### src/hw/rtl/active_id_table_swap_remove_top_macros.svh
// Assertion macros for the active id table.
`ifndef ACTIVE_ID_TABLE_SWAP_REMOVE_TOP_MACROS_SVH
`define ACTIVE_ID_TABLE_SWAP_REMOVE_TOP_MACROS_SVH
`ifndef NO_ASSERTIONS
`define AIDT_ASSERT_IMP(lbl, ante, cons) \
  lbl: assert property (@(posedge clk) disable iff (!rst_n) (ante) |-> (cons)) \
    else $error("assertion failed");
`define AIDT_ASSERT_NXT(lbl, ante, cons) \
  lbl: assert property (@(posedge clk) disable iff (!rst_n) (ante) |=> (cons)) \
    else $error("assertion failed");
`else
`define AIDT_ASSERT_IMP(lbl, ante, cons)
`define AIDT_ASSERT_NXT(lbl, ante, cons)
`endif
`endif

### src/hw/rtl/aidt_pkg.sv
// Shared types and constants of the active id table.
package aidt_pkg;

  localparam int TABLE_DEPTH_DEF = 16;

  localparam int QUEUE_DEPTH = 2;
  localparam int QUEUE_PTR_W = $clog2(QUEUE_DEPTH);
  localparam int QUEUE_CNT_W = $clog2(QUEUE_DEPTH + 1);

  typedef enum logic [1:0] {
    OP_ALLOC  = 2'd0,
    OP_ADD    = 2'd1,
    OP_REMOVE = 2'd2,
    OP_FIND   = 2'd3
  } op_t;

  localparam logic [2:0] ST_OK           = 3'd0;
  localparam logic [2:0] ST_INVALID      = 3'd1;
  localparam logic [2:0] ST_START_FAILED = 3'd2;
  localparam logic [2:0] ST_NO_MEMORY    = 3'd3;
  localparam logic [2:0] ST_NOT_FOUND    = 3'd4;

  typedef struct packed {
    op_t         op;
    logic [63:0] key;
    logic [31:0] handle;
    logic        start_ok;
    logic        null_handle;
  } cmd_t;

  typedef struct packed {
    logic full;
    logic empty;
  } q_stat_t;

  typedef struct packed {
    logic [2:0]  status;
    logic        hit;
    logic [31:0] found_worker;
    logic        now_empty;
    logic        start_dispatcher;
    logic [63:0] new_id;
    logic [4:0]  active_count;
    logic [63:0] any_active_key;
  } res_t;

endpackage

### src/hw/rtl/aidt_if.sv
// Request and result channel interfaces of the active id table.
interface aidt_in_if;
  logic        valid;
  logic        ready;
  logic [1:0]  opcode;
  logic [63:0] scan_key;
  logic [31:0] worker_handle;
  logic        dispatcher_start_ok;

  modport source (output valid, output opcode, output scan_key, output worker_handle,
                  output dispatcher_start_ok, input ready);
  modport sink (input valid, input opcode, input scan_key, input worker_handle,
                input dispatcher_start_ok, output ready);
endinterface

interface aidt_out_if;
  logic        valid;
  logic        ready;
  logic [2:0]  status;
  logic        hit;
  logic [31:0] found_worker;
  logic        now_empty;
  logic        start_dispatcher;
  logic [63:0] new_id;
  logic [4:0]  active_count;
  logic [63:0] any_active_key;

  modport source (output valid, output status, output hit, output found_worker,
                  output now_empty, output start_dispatcher, output new_id,
                  output active_count, output any_active_key, input ready);
  modport sink (input valid, input status, input hit, input found_worker,
                input now_empty, input start_dispatcher, input new_id,
                input active_count, input any_active_key, output ready);
endinterface

### src/hw/rtl/aidt_front.sv
// Front end: accept requests and classify them into commands.
module aidt_front (
  aidt_in_if.sink          in_ch,
  input  aidt_pkg::q_stat_t q_stat,
  output logic             push,
  output aidt_pkg::cmd_t   push_cmd
);

  assign in_ch.ready = !q_stat.full;
  assign push        = in_ch.valid && !q_stat.full;

  always_comb begin
    push_cmd             = '0;
    push_cmd.op          = aidt_pkg::op_t'(in_ch.opcode);
    push_cmd.key         = in_ch.scan_key;
    push_cmd.handle      = in_ch.worker_handle;
    push_cmd.start_ok    = in_ch.dispatcher_start_ok;
    push_cmd.null_handle = (in_ch.worker_handle == 32'd0);
  end

endmodule

### src/hw/rtl/aidt_queue.sv
// Short command queue between front and back end.
module aidt_queue (
  input  logic              clk,
  input  logic              rst_n,
  input  logic              push,
  input  aidt_pkg::cmd_t    push_cmd,
  input  logic              pop,
  output aidt_pkg::cmd_t    head_cmd,
  output aidt_pkg::q_stat_t q_stat
);

  aidt_pkg::cmd_t                   ent_r [aidt_pkg::QUEUE_DEPTH];
  logic [aidt_pkg::QUEUE_PTR_W-1:0] wr_ptr_r, wr_ptr_nxt;
  logic [aidt_pkg::QUEUE_PTR_W-1:0] rd_ptr_r, rd_ptr_nxt;
  logic [aidt_pkg::QUEUE_CNT_W-1:0] fill_r, fill_nxt;

  assign head_cmd     = ent_r[rd_ptr_r];
  assign q_stat.full  = (fill_r == aidt_pkg::QUEUE_CNT_W'(aidt_pkg::QUEUE_DEPTH));
  assign q_stat.empty = (fill_r == '0);

  always_comb begin
    wr_ptr_nxt = push ? wr_ptr_r + 1'b1 : wr_ptr_r;
    rd_ptr_nxt = pop ? rd_ptr_r + 1'b1 : rd_ptr_r;
    unique case ({push, pop})
      2'b10:   fill_nxt = fill_r + 1'b1;
      2'b01:   fill_nxt = fill_r - 1'b1;
      default: fill_nxt = fill_r;
    endcase
  end

  always_ff @(posedge clk) begin
    if (push) begin
      ent_r[wr_ptr_r] <= push_cmd;
    end
  end

  always_ff @(posedge clk) begin
    if (!rst_n) begin
      wr_ptr_r <= '0;
      rd_ptr_r <= '0;
      fill_r   <= '0;
    end else begin
      wr_ptr_r <= wr_ptr_nxt;
      rd_ptr_r <= rd_ptr_nxt;
      fill_r   <= fill_nxt;
    end
  end

endmodule

### src/hw/rtl/aidt_back.sv
// Back end: table memory, key scan, swap-remove and result register.
module aidt_back #(
  parameter int TABLE_DEPTH = aidt_pkg::TABLE_DEPTH_DEF
) (
  input  logic              clk,
  input  logic              rst_n,
  input  aidt_pkg::q_stat_t q_stat,
  input  aidt_pkg::cmd_t    head_cmd,
  output logic              pop,
  aidt_out_if.source        out_ch
);

  localparam int IW = (TABLE_DEPTH > 1) ? $clog2(TABLE_DEPTH) : 1;
  localparam int CW = $clog2(TABLE_DEPTH + 1);
  localparam logic [CW-1:0] DEPTH_C = CW'(TABLE_DEPTH);

  typedef enum logic [2:0] {
    S_IDLE = 3'b001,
    S_SCAN = 3'b010,
    S_SWAP = 3'b100
  } state_t;

  function automatic logic [4:0] cnt_out(input logic [CW-1:0] c);
    logic [CW+4:0] ext;
    ext = {5'b0, c};
    return ext[4:0];
  endfunction

  state_t          state_r, state_nxt;
  logic [CW-1:0]   cnt_r, cnt_nxt;
  logic [63:0]     next_id_r, next_id_nxt;
  logic [63:0]     slot0_r, slot0_nxt;
  logic [IW-1:0]   idx_r, idx_nxt;
  aidt_pkg::cmd_t  cmd_r, cmd_nxt;
  logic [31:0]     hit_hdl_r, hit_hdl_nxt;
  logic            out_valid_r, out_valid_nxt;
  aidt_pkg::res_t  res_r, res_nxt;

  logic [63:0]     key_mem [TABLE_DEPTH];
  logic [31:0]     hdl_mem [TABLE_DEPTH];
  logic [63:0]     rd_key_r;
  logic [31:0]     rd_hdl_r;
  logic            mem_we;
  logic [IW-1:0]   mem_wa;
  logic [63:0]     mem_wkey;
  logic [31:0]     mem_whdl;
  logic [IW-1:0]   rd_addr;
  logic [CW-1:0]   cnt_m1;
  logic            last;

  assign cnt_m1 = cnt_r - 1'b1;
  assign last   = (idx_r == cnt_m1[IW-1:0]);

  always_comb begin
    aidt_pkg::res_t r;
    logic           emit;
    r             = '0;
    emit          = 1'b0;
    state_nxt     = state_r;
    cnt_nxt       = cnt_r;
    next_id_nxt   = next_id_r;
    slot0_nxt     = slot0_r;
    idx_nxt       = idx_r;
    cmd_nxt       = cmd_r;
    hit_hdl_nxt   = hit_hdl_r;
    out_valid_nxt = out_valid_r && !out_ch.ready;
    res_nxt       = res_r;
    pop           = 1'b0;
    mem_we        = 1'b0;
    mem_wa        = cnt_r[IW-1:0];
    mem_wkey      = head_cmd.key;
    mem_whdl      = head_cmd.handle;
    rd_addr       = '0;
    unique case (state_r)
      S_IDLE: begin
        if (!q_stat.empty && !out_valid_r) begin
          pop     = 1'b1;
          cmd_nxt = head_cmd;
          unique case (head_cmd.op)
            aidt_pkg::OP_ALLOC: begin
              emit             = 1'b1;
              r.new_id         = next_id_r;
              next_id_nxt      = next_id_r + 64'd1;
              r.active_count   = cnt_out(cnt_r);
              r.any_active_key = (cnt_r != '0) ? slot0_r : 64'd0;
            end
            aidt_pkg::OP_ADD: begin
              emit             = 1'b1;
              r.active_count   = cnt_out(cnt_r);
              r.any_active_key = (cnt_r != '0) ? slot0_r : 64'd0;
              priority if (head_cmd.null_handle) begin
                r.status = aidt_pkg::ST_INVALID;
              end else if (cnt_r == '0 && !head_cmd.start_ok) begin
                r.status           = aidt_pkg::ST_START_FAILED;
                r.start_dispatcher = 1'b1;
              end else if (cnt_r >= DEPTH_C) begin
                r.status = aidt_pkg::ST_NO_MEMORY;
              end else begin
                mem_we             = 1'b1;
                cnt_nxt            = cnt_r + 1'b1;
                r.start_dispatcher = (cnt_r == '0);
                r.active_count     = cnt_out(cnt_r + 1'b1);
                if (cnt_r == '0) begin
                  slot0_nxt        = head_cmd.key;
                  r.any_active_key = head_cmd.key;
                end
              end
            end
            default: begin
              if (cnt_r == '0) begin
                emit     = 1'b1;
                r.status = aidt_pkg::ST_NOT_FOUND;
              end else begin
                rd_addr   = '0;
                idx_nxt   = '0;
                state_nxt = S_SCAN;
              end
            end
          endcase
        end
      end
      S_SCAN: begin
        if (rd_key_r == cmd_r.key) begin
          if (cmd_r.op == aidt_pkg::OP_FIND) begin
            emit             = 1'b1;
            r.hit            = 1'b1;
            r.found_worker   = rd_hdl_r;
            r.active_count   = cnt_out(cnt_r);
            r.any_active_key = slot0_r;
          end else if (last) begin
            emit             = 1'b1;
            r.hit            = 1'b1;
            r.found_worker   = rd_hdl_r;
            cnt_nxt          = cnt_m1;
            r.now_empty      = (cnt_m1 == '0);
            r.active_count   = cnt_out(cnt_m1);
            r.any_active_key = (cnt_m1 != '0) ? slot0_r : 64'd0;
          end else begin
            hit_hdl_nxt = rd_hdl_r;
            rd_addr     = cnt_m1[IW-1:0];
            state_nxt   = S_SWAP;
          end
        end else if (last) begin
          emit             = 1'b1;
          r.status         = aidt_pkg::ST_NOT_FOUND;
          r.active_count   = cnt_out(cnt_r);
          r.any_active_key = slot0_r;
        end else begin
          idx_nxt = idx_r + 1'b1;
          rd_addr = idx_r + 1'b1;
        end
      end
      S_SWAP: begin
        emit           = 1'b1;
        mem_we         = 1'b1;
        mem_wa         = idx_r;
        mem_wkey       = rd_key_r;
        mem_whdl       = rd_hdl_r;
        cnt_nxt        = cnt_m1;
        r.hit          = 1'b1;
        r.found_worker = hit_hdl_r;
        r.now_empty    = (cnt_m1 == '0);
        r.active_count = cnt_out(cnt_m1);
        if (idx_r == '0) begin
          slot0_nxt = rd_key_r;
        end
        r.any_active_key = (cnt_m1 == '0) ? 64'd0 :
                           ((idx_r == '0) ? rd_key_r : slot0_r);
      end
      default: begin
        state_nxt = S_IDLE;
      end
    endcase
    if (emit) begin
      out_valid_nxt = 1'b1;
      res_nxt       = r;
      state_nxt     = S_IDLE;
    end
  end

  always_ff @(posedge clk) begin
    if (mem_we) begin
      key_mem[mem_wa] <= mem_wkey;
      hdl_mem[mem_wa] <= mem_whdl;
    end
    rd_key_r <= key_mem[rd_addr];
    rd_hdl_r <= hdl_mem[rd_addr];
  end

  always_ff @(posedge clk) begin
    if (!rst_n) begin
      state_r     <= S_IDLE;
      cnt_r       <= '0;
      next_id_r   <= 64'd1;
      out_valid_r <= 1'b0;
    end else begin
      state_r     <= state_nxt;
      cnt_r       <= cnt_nxt;
      next_id_r   <= next_id_nxt;
      out_valid_r <= out_valid_nxt;
    end
  end

  always_ff @(posedge clk) begin
    slot0_r   <= slot0_nxt;
    idx_r     <= idx_nxt;
    cmd_r     <= cmd_nxt;
    hit_hdl_r <= hit_hdl_nxt;
    res_r     <= res_nxt;
  end

  assign out_ch.valid            = out_valid_r;
  assign out_ch.status           = res_r.status;
  assign out_ch.hit              = res_r.hit;
  assign out_ch.found_worker     = res_r.found_worker;
  assign out_ch.now_empty        = res_r.now_empty;
  assign out_ch.start_dispatcher = res_r.start_dispatcher;
  assign out_ch.new_id           = res_r.new_id;
  assign out_ch.active_count     = res_r.active_count;
  assign out_ch.any_active_key   = res_r.any_active_key;

endmodule

### src/hw/rtl/active_id_table_swap_remove_top.sv
// Top level of the active id table with swap-remove.
// Usage:
//   in_ch carries one request per handshake (opcode, scan_key, worker_handle,
//   dispatcher_start_ok); out_ch returns exactly one result per request, in order.
//   Accepted requests enter a two-entry command queue, so in_ch keeps taking
//   requests while a result waits on out_ch; a stalled out_ch fills the queue
//   and then drops in_ch.ready.
//   Allocate and add pass through the command queue and the result register;
//   remove and find also scan the table slots in order up to the match (or all
//   of them on a miss), and a remove that moves the last entry into the freed
//   slot adds a swap step. An empty table answers remove and find without a
//   scan. The back end handles one request at a time; the key scan reads one
//   table slot per cycle through the single read port of the table memory.
//   The back end takes the next command in the cycle after its result is
//   taken, so it does not start a new request before the last one is through.
//   Reset clears the entry count and sets the next id to 1; table contents are
//   left as they are and only written slots are ever read.
`include "active_id_table_swap_remove_top_macros.svh"
module active_id_table_swap_remove_top #(
  parameter int TABLE_DEPTH = aidt_pkg::TABLE_DEPTH_DEF
) (
  input  logic       clk,
  input  logic       rst_n,
  aidt_in_if.sink    in_ch,
  aidt_out_if.source out_ch
);

  aidt_pkg::q_stat_t q_stat;
  aidt_pkg::cmd_t    push_cmd;
  aidt_pkg::cmd_t    head_cmd;
  logic              push;
  logic              pop;

  aidt_front u_front (
    .in_ch    (in_ch),
    .q_stat   (q_stat),
    .push     (push),
    .push_cmd (push_cmd)
  );

  aidt_queue u_queue (
    .clk      (clk),
    .rst_n    (rst_n),
    .push     (push),
    .push_cmd (push_cmd),
    .pop      (pop),
    .head_cmd (head_cmd),
    .q_stat   (q_stat)
  );

  aidt_back #(
    .TABLE_DEPTH (TABLE_DEPTH)
  ) u_back (
    .clk      (clk),
    .rst_n    (rst_n),
    .q_stat   (q_stat),
    .head_cmd (head_cmd),
    .pop      (pop),
    .out_ch   (out_ch)
  );

  `AIDT_ASSERT_IMP(a_hit_ok, out_ch.valid && out_ch.hit, out_ch.status == aidt_pkg::ST_OK && out_ch.found_worker != 32'd0)
  `AIDT_ASSERT_IMP(a_empty_res, out_ch.valid && out_ch.now_empty, out_ch.hit && out_ch.active_count == 5'd0 && out_ch.any_active_key == 64'd0)
  `AIDT_ASSERT_IMP(a_start_res, out_ch.valid && out_ch.start_dispatcher, (out_ch.status == aidt_pkg::ST_OK && out_ch.active_count == 5'd1) || (out_ch.status == aidt_pkg::ST_START_FAILED && out_ch.active_count == 5'd0))
  `AIDT_ASSERT_NXT(a_queue_fill, push && q_stat.empty, !q_stat.empty)

endmodule
### src/flat_wrapper.sv
// flat-port wrapper written by rule: the top's interface ports become plain ports
module active_id_table_swap_remove_top_flat 
#(
  parameter int TABLE_DEPTH = aidt_pkg::TABLE_DEPTH_DEF
)
  (clk, rst_n, in_ch_valid, in_ch_opcode, in_ch_scan_key, in_ch_worker_handle, in_ch_dispatcher_start_ok, in_ch_ready, out_ch_valid, out_ch_status, out_ch_hit, out_ch_found_worker, out_ch_now_empty, out_ch_start_dispatcher, out_ch_new_id, out_ch_active_count, out_ch_any_active_key, out_ch_ready);
  aidt_in_if in_ch_i ();
  aidt_out_if out_ch_i ();
  input  logic clk;
  input  logic rst_n;
  input wire logic [$bits(in_ch_i.valid)-1:0] in_ch_valid;
  input wire logic [$bits(in_ch_i.opcode)-1:0] in_ch_opcode;
  input wire logic [$bits(in_ch_i.scan_key)-1:0] in_ch_scan_key;
  input wire logic [$bits(in_ch_i.worker_handle)-1:0] in_ch_worker_handle;
  input wire logic [$bits(in_ch_i.dispatcher_start_ok)-1:0] in_ch_dispatcher_start_ok;
  output wire logic [$bits(in_ch_i.ready)-1:0] in_ch_ready;
  output wire logic [$bits(out_ch_i.valid)-1:0] out_ch_valid;
  output wire logic [$bits(out_ch_i.status)-1:0] out_ch_status;
  output wire logic [$bits(out_ch_i.hit)-1:0] out_ch_hit;
  output wire logic [$bits(out_ch_i.found_worker)-1:0] out_ch_found_worker;
  output wire logic [$bits(out_ch_i.now_empty)-1:0] out_ch_now_empty;
  output wire logic [$bits(out_ch_i.start_dispatcher)-1:0] out_ch_start_dispatcher;
  output wire logic [$bits(out_ch_i.new_id)-1:0] out_ch_new_id;
  output wire logic [$bits(out_ch_i.active_count)-1:0] out_ch_active_count;
  output wire logic [$bits(out_ch_i.any_active_key)-1:0] out_ch_any_active_key;
  input wire logic [$bits(out_ch_i.ready)-1:0] out_ch_ready;
  assign in_ch_i.valid = in_ch_valid;
  assign in_ch_i.opcode = in_ch_opcode;
  assign in_ch_i.scan_key = in_ch_scan_key;
  assign in_ch_i.worker_handle = in_ch_worker_handle;
  assign in_ch_i.dispatcher_start_ok = in_ch_dispatcher_start_ok;
  assign in_ch_ready = in_ch_i.ready;
  assign out_ch_valid = out_ch_i.valid;
  assign out_ch_status = out_ch_i.status;
  assign out_ch_hit = out_ch_i.hit;
  assign out_ch_found_worker = out_ch_i.found_worker;
  assign out_ch_now_empty = out_ch_i.now_empty;
  assign out_ch_start_dispatcher = out_ch_i.start_dispatcher;
  assign out_ch_new_id = out_ch_i.new_id;
  assign out_ch_active_count = out_ch_i.active_count;
  assign out_ch_any_active_key = out_ch_i.any_active_key;
  assign out_ch_i.ready = out_ch_ready;
  active_id_table_swap_remove_top #(.TABLE_DEPTH(TABLE_DEPTH)) u_core (.clk(clk), .rst_n(rst_n), .in_ch(in_ch_i), .out_ch(out_ch_i));
endmodule
### config.mk
export PLATFORM = sky130hd
export DESIGN_NAME = active_id_table_swap_remove_top_flat
export DESIGN_NICKNAME = d
export VERILOG_FILES = /design/src/hw/rtl/aidt_pkg.sv /design/src/hw/rtl/aidt_if.sv /design/src/hw/rtl/aidt_front.sv /design/src/hw/rtl/aidt_queue.sv /design/src/hw/rtl/aidt_back.sv /design/src/hw/rtl/active_id_table_swap_remove_top.sv /design/src/flat_wrapper.sv
export VERILOG_INCLUDE_DIRS = /design/src /design/src/hw/rtl
export SDC_FILE = /design/constraint.sdc
export NUM_CORES = 2
export LEC_CHECK = 0
export BUFFER_PORTS_ARGS = -buffer_cell sky130_fd_sc_hd__buf_4
export CAP_MARGIN = 20
export CORE_MARGIN = 3
export CORE_UTILIZATION = 55
export CTS_CLUSTER_SIZE = 20
export DETAILED_ROUTE_END_ITERATION = 8
export PLACE_DENSITY = 0.79
export SYNTH_ARGS = -nofsm -noshare
export SYNTH_HDL_FRONTEND = slang
export SYNTH_SLANG_ARGS = --single-unit
### constraint.sdc
create_clock -name clk -period 7.9 [get_ports clk]
set_input_delay 1.975 -clock clk [delete_from_list [all_inputs] [get_ports clk]]
set_output_delay 1.975 -clock clk [all_outputs]
set_load 0.01 [all_outputs]
==> reports/metrics.yaml <==
clock_network:
  clk_pin_slew_ns: 0.06
  ctsRootBufferMaster: "clkbuf_16"
  post_cts_buffers: 0
  cts_sinks: 2247
  cts_resized: 0
  cts_tree: "built"
  numCtsBuffers: 200
  ctsHoldBuffers: 0
  clk_latency_ns: 0.86
  htreeDepth: 4
  cts_max_path_buffers: 3
finish:
  area_delta_synth_final_pct: 12.8
  fillers: 10300
  mostFrequentLayoutCell: "edfxtp_1"
  finalNetCount: 5531
  finalNonFillerCells: 7641
  finalInstanceArea_sq_um: 97500
  ff_latch_area_sq_um: 65700
  layout_common_cells: "edfxtp_1, mux2i_1, o22ai_1, buf_4, nor2_1"
  drive_gt1_share_pct: 14.3
  multiInputGateArea_sq_um: 19400
placed_design:
  post-place-cells: 7262
  portBuffers: 275
  dp_hpwl_microns: 110000
  placed_area_sq_um: 91000
  gp_congestion: 0.832
worst_setup_path:
  cp_data_required_time_ns: 8.60
  cp-start-kind: "flip-flop"
  arrival_ns: 5.61
  cp_max_fo: 36
  endpoint_kind: "flip-flop"
  setup.worst_path.class: "flip-flop to flip-flop"
floorplanning:
  coreArea_sq_um: 155000
  die_h_microns: 402
  rows: 144
  die_area_sq_um: 162000
  dieWidth_microns: 402
  start_util_pct: 55.7
  io_pins: 276
global_routing:
  grt.total_usage_pct: 26.5
  grt_pass1_wl_microns: 316000
  grt_pass1_vias: 47600
  grt_max_degree: 111
  antenna_found_initial: 11
  grt_overflow_total: 0
drt:
  drc: 0
  first_pass_iters: 8
  wire_per_inst_microns: 28.7
  detail_route.vias_per_cell: 6.39
  drtIter0Drc: 6545
  vias: 48800
  ant_nets: 0
  wl_microns: 220000
power_and_ir_drop:
  ir_drop_v: 0.000339
  power_leakage_nw: 31.0
  finalPower_mw: 27.7
  powerDensity_nw_per_um2: 284
sta:
  worstMarginPinSlew_ns: 1.19
  finalSetupViolCount: 0
  finalMaxSlewViolations: 0
  hold_viol_final: 0
  final.min_clock_period_ns: 4.91
  holdWs_ns: 0.465
  period_share_pct: 62.1
  slew_headroom_pct: 20.7
  skew_ns: 0.0542
  max_freq_mhz: 204
  rsz0062_at_grt: "no"
  setup_tns_ns: 0
synthesis:
  synthDistinctLibCells: 62
  synthMuxAreaShare_pct: 10.3
  netlist_area_sq_um: 86400
  synth_edf_count: 2073
  avgSynthCellArea_sq_um: 16.9
  synth_compound_area_share_pct: 5.10
  synthCells: 5121
  ys_ff_latch: 2247
  synth_ff_type: "edfxtp_1"
  syn_nets: 5231
  yosys.area_share.simple_pct: 5.41
  yosys_warnings: 0
  ys_seq_area_share_pct: 76.0
  synth_fa_ha_area_share_pct: 0.101
  synth_top_family_by_area: "multiplexers"
  ys_async_sr_fraction_pct: 0
  synth_xor_area_share_pct: 1.29
run:
  maxCapViolCount: 0
hold_path:
  min_path_type: "flip-flop to flip-flop"
run_status:
  outcome: "complete, no violations"
## state kept, by name (all words and copies together) (netlist names), 2 cells and up, named ones only
register                             cells
u_core.u_back.hit_hdl_r                 32
u_core.u_back.rd_hdl_r                  32
u_core.u_queue.fill_r                    2
u_core.u_back.key_mem                 1024
u_core.u_back.state_r                    3
u_core.u_back.cmd_r                     66
u_core.u_back.out_ch.status              3
u_core.u_back.out_ch.active_count        5
u_core.u_back.next_id_r                 64
u_core.u_back.hdl_mem                  512
u_core.u_back.idx_r                      4
u_core.u_back.out_ch.new_id             64
u_core.u_queue.ent_r                   200
u_core.u_back.out_ch.any_active_key     64
u_core.u_back.cnt_r                      5
u_core.u_back.out_ch.found_worker       32
u_core.u_back.slot0_r                   64
u_core.u_back.rd_key_r                  64
## routing by layer
metal,part of all wire (%),routed length [microns],GRT usage (%),up-vias
met5,0.021,46,0,-
met1,38,83300,36.0,24500
met3,11,23900,5.51,521
li1,-,-,-,20700
met2,47,104000,42.2,3071
met4,3.9,8460,10.7,8
## cells in the mapped netlist (all sizes together), types with 4 or more instances
| library cell | number | area, sq um |
|---|---|---|
| clkbuf | 137 | 514 |
| and3 | 78 | 488 |
| nand4 | 32 | 200 |
| inv | 16 | 60.1 |
| nor2b | 14 | 87.6 |
| or4 | 97 | 728 |
| mux2 | 70 | 792 |
| or3 | 22 | 138 |
| a221o | 64 | 641 |
| nor4 | 15 | 93.8 |
| xor2 | 24 | 210 |
| dfxtp | 174 | 3480 |
| or2 | 4 | 25.0 |
| nand3 | 28 | 150 |
| and4 | 5 | 43.8 |
| a21boi | 17 | 128 |
| a21oi | 9 | 45.0 |
| nand2 | 212 | 798 |
| xnor2 | 100 | 883 |
| o22ai | 386 | 2410 |
| a31oi | 70 | 438 |
| nand2b | 5 | 31.3 |
| edfxtp | 2073 | 62200 |
| a22o | 33 | 289 |
| ha | 7 | 87.6 |
| nor2 | 256 | 961 |
| o21ai | 57 | 293 |
| mux2i | 808 | 8090 |
| nor3 | 22 | 141 |
| buf | 145 | 960 |
| and2 | 114 | 713 |
## worst max-delay path: stages, from the launching register on
cell and delay [ns]:
dfxtp_1 0.67, inv_1 0.24, ha_1 0.35, xnor2_2 0.34, nand2_1 0.12, nand4b_1 0.39, nand2_1 0.21, a211o_1 0.40
nand3_4 0.61, buf_4 0.67, o22ai_1 0.21, or4_1 0.56
## report_power, final
group / total [mW] / internal, mW / switching, mW
logic: 3.23 / 0.954 / 2.28
registers: 14.9 / 14.6 / 0.329
clock network: 9.57 / 5.34 / 4.23
## final cells by class
type	count	area share (%)
antenna	3	0.00770
clock buffer	270	5.65
clock inverter	105	1.01
inverter	16	0.0693
multi-input combinational	2576	19.9
sequential	2247	67.4
tap	2044	2.62
timing repair buffer	380	3.30
## through the flow
stage | setup WS [ns] | util [%]
floorplan | 1.10 | -
global placement | 2.78 | 58.6
detailed placement | 2.91 | 58.7
CTS | 2.85 | 62.9
global route | 2.82 | 62.9
finish | 2.99 | 62.9
## final timing paths
kind / from / slack [ns] / cells after the start / end
setup / recovery: u_core.u_back.cnt_r[0] / 2.99 / 11 / u_core.u_back.rd_hdl_r[21]
hold / removal: u_core.u_back.rd_hdl_r[15] / 0.47 / 0 / u_core.u_back.hit_hdl_r[15]
setup reg to reg: u_core.u_back.cnt_r[0] / 2.99 / 11 / u_core.u_back.rd_hdl_r[21]
hold reg to reg: u_core.u_back.rd_hdl_r[15] / 0.47 / 0 / u_core.u_back.hit_hdl_r[15]
## kinds of logic after synthesis
kind of cell	after synthesis
mux	878
simple gates	913
compound gates	653
xor+xnor	125
flops	2247
fa+ha+maj	7
buf+inv	298
Power figures use the tool's default switching activity.
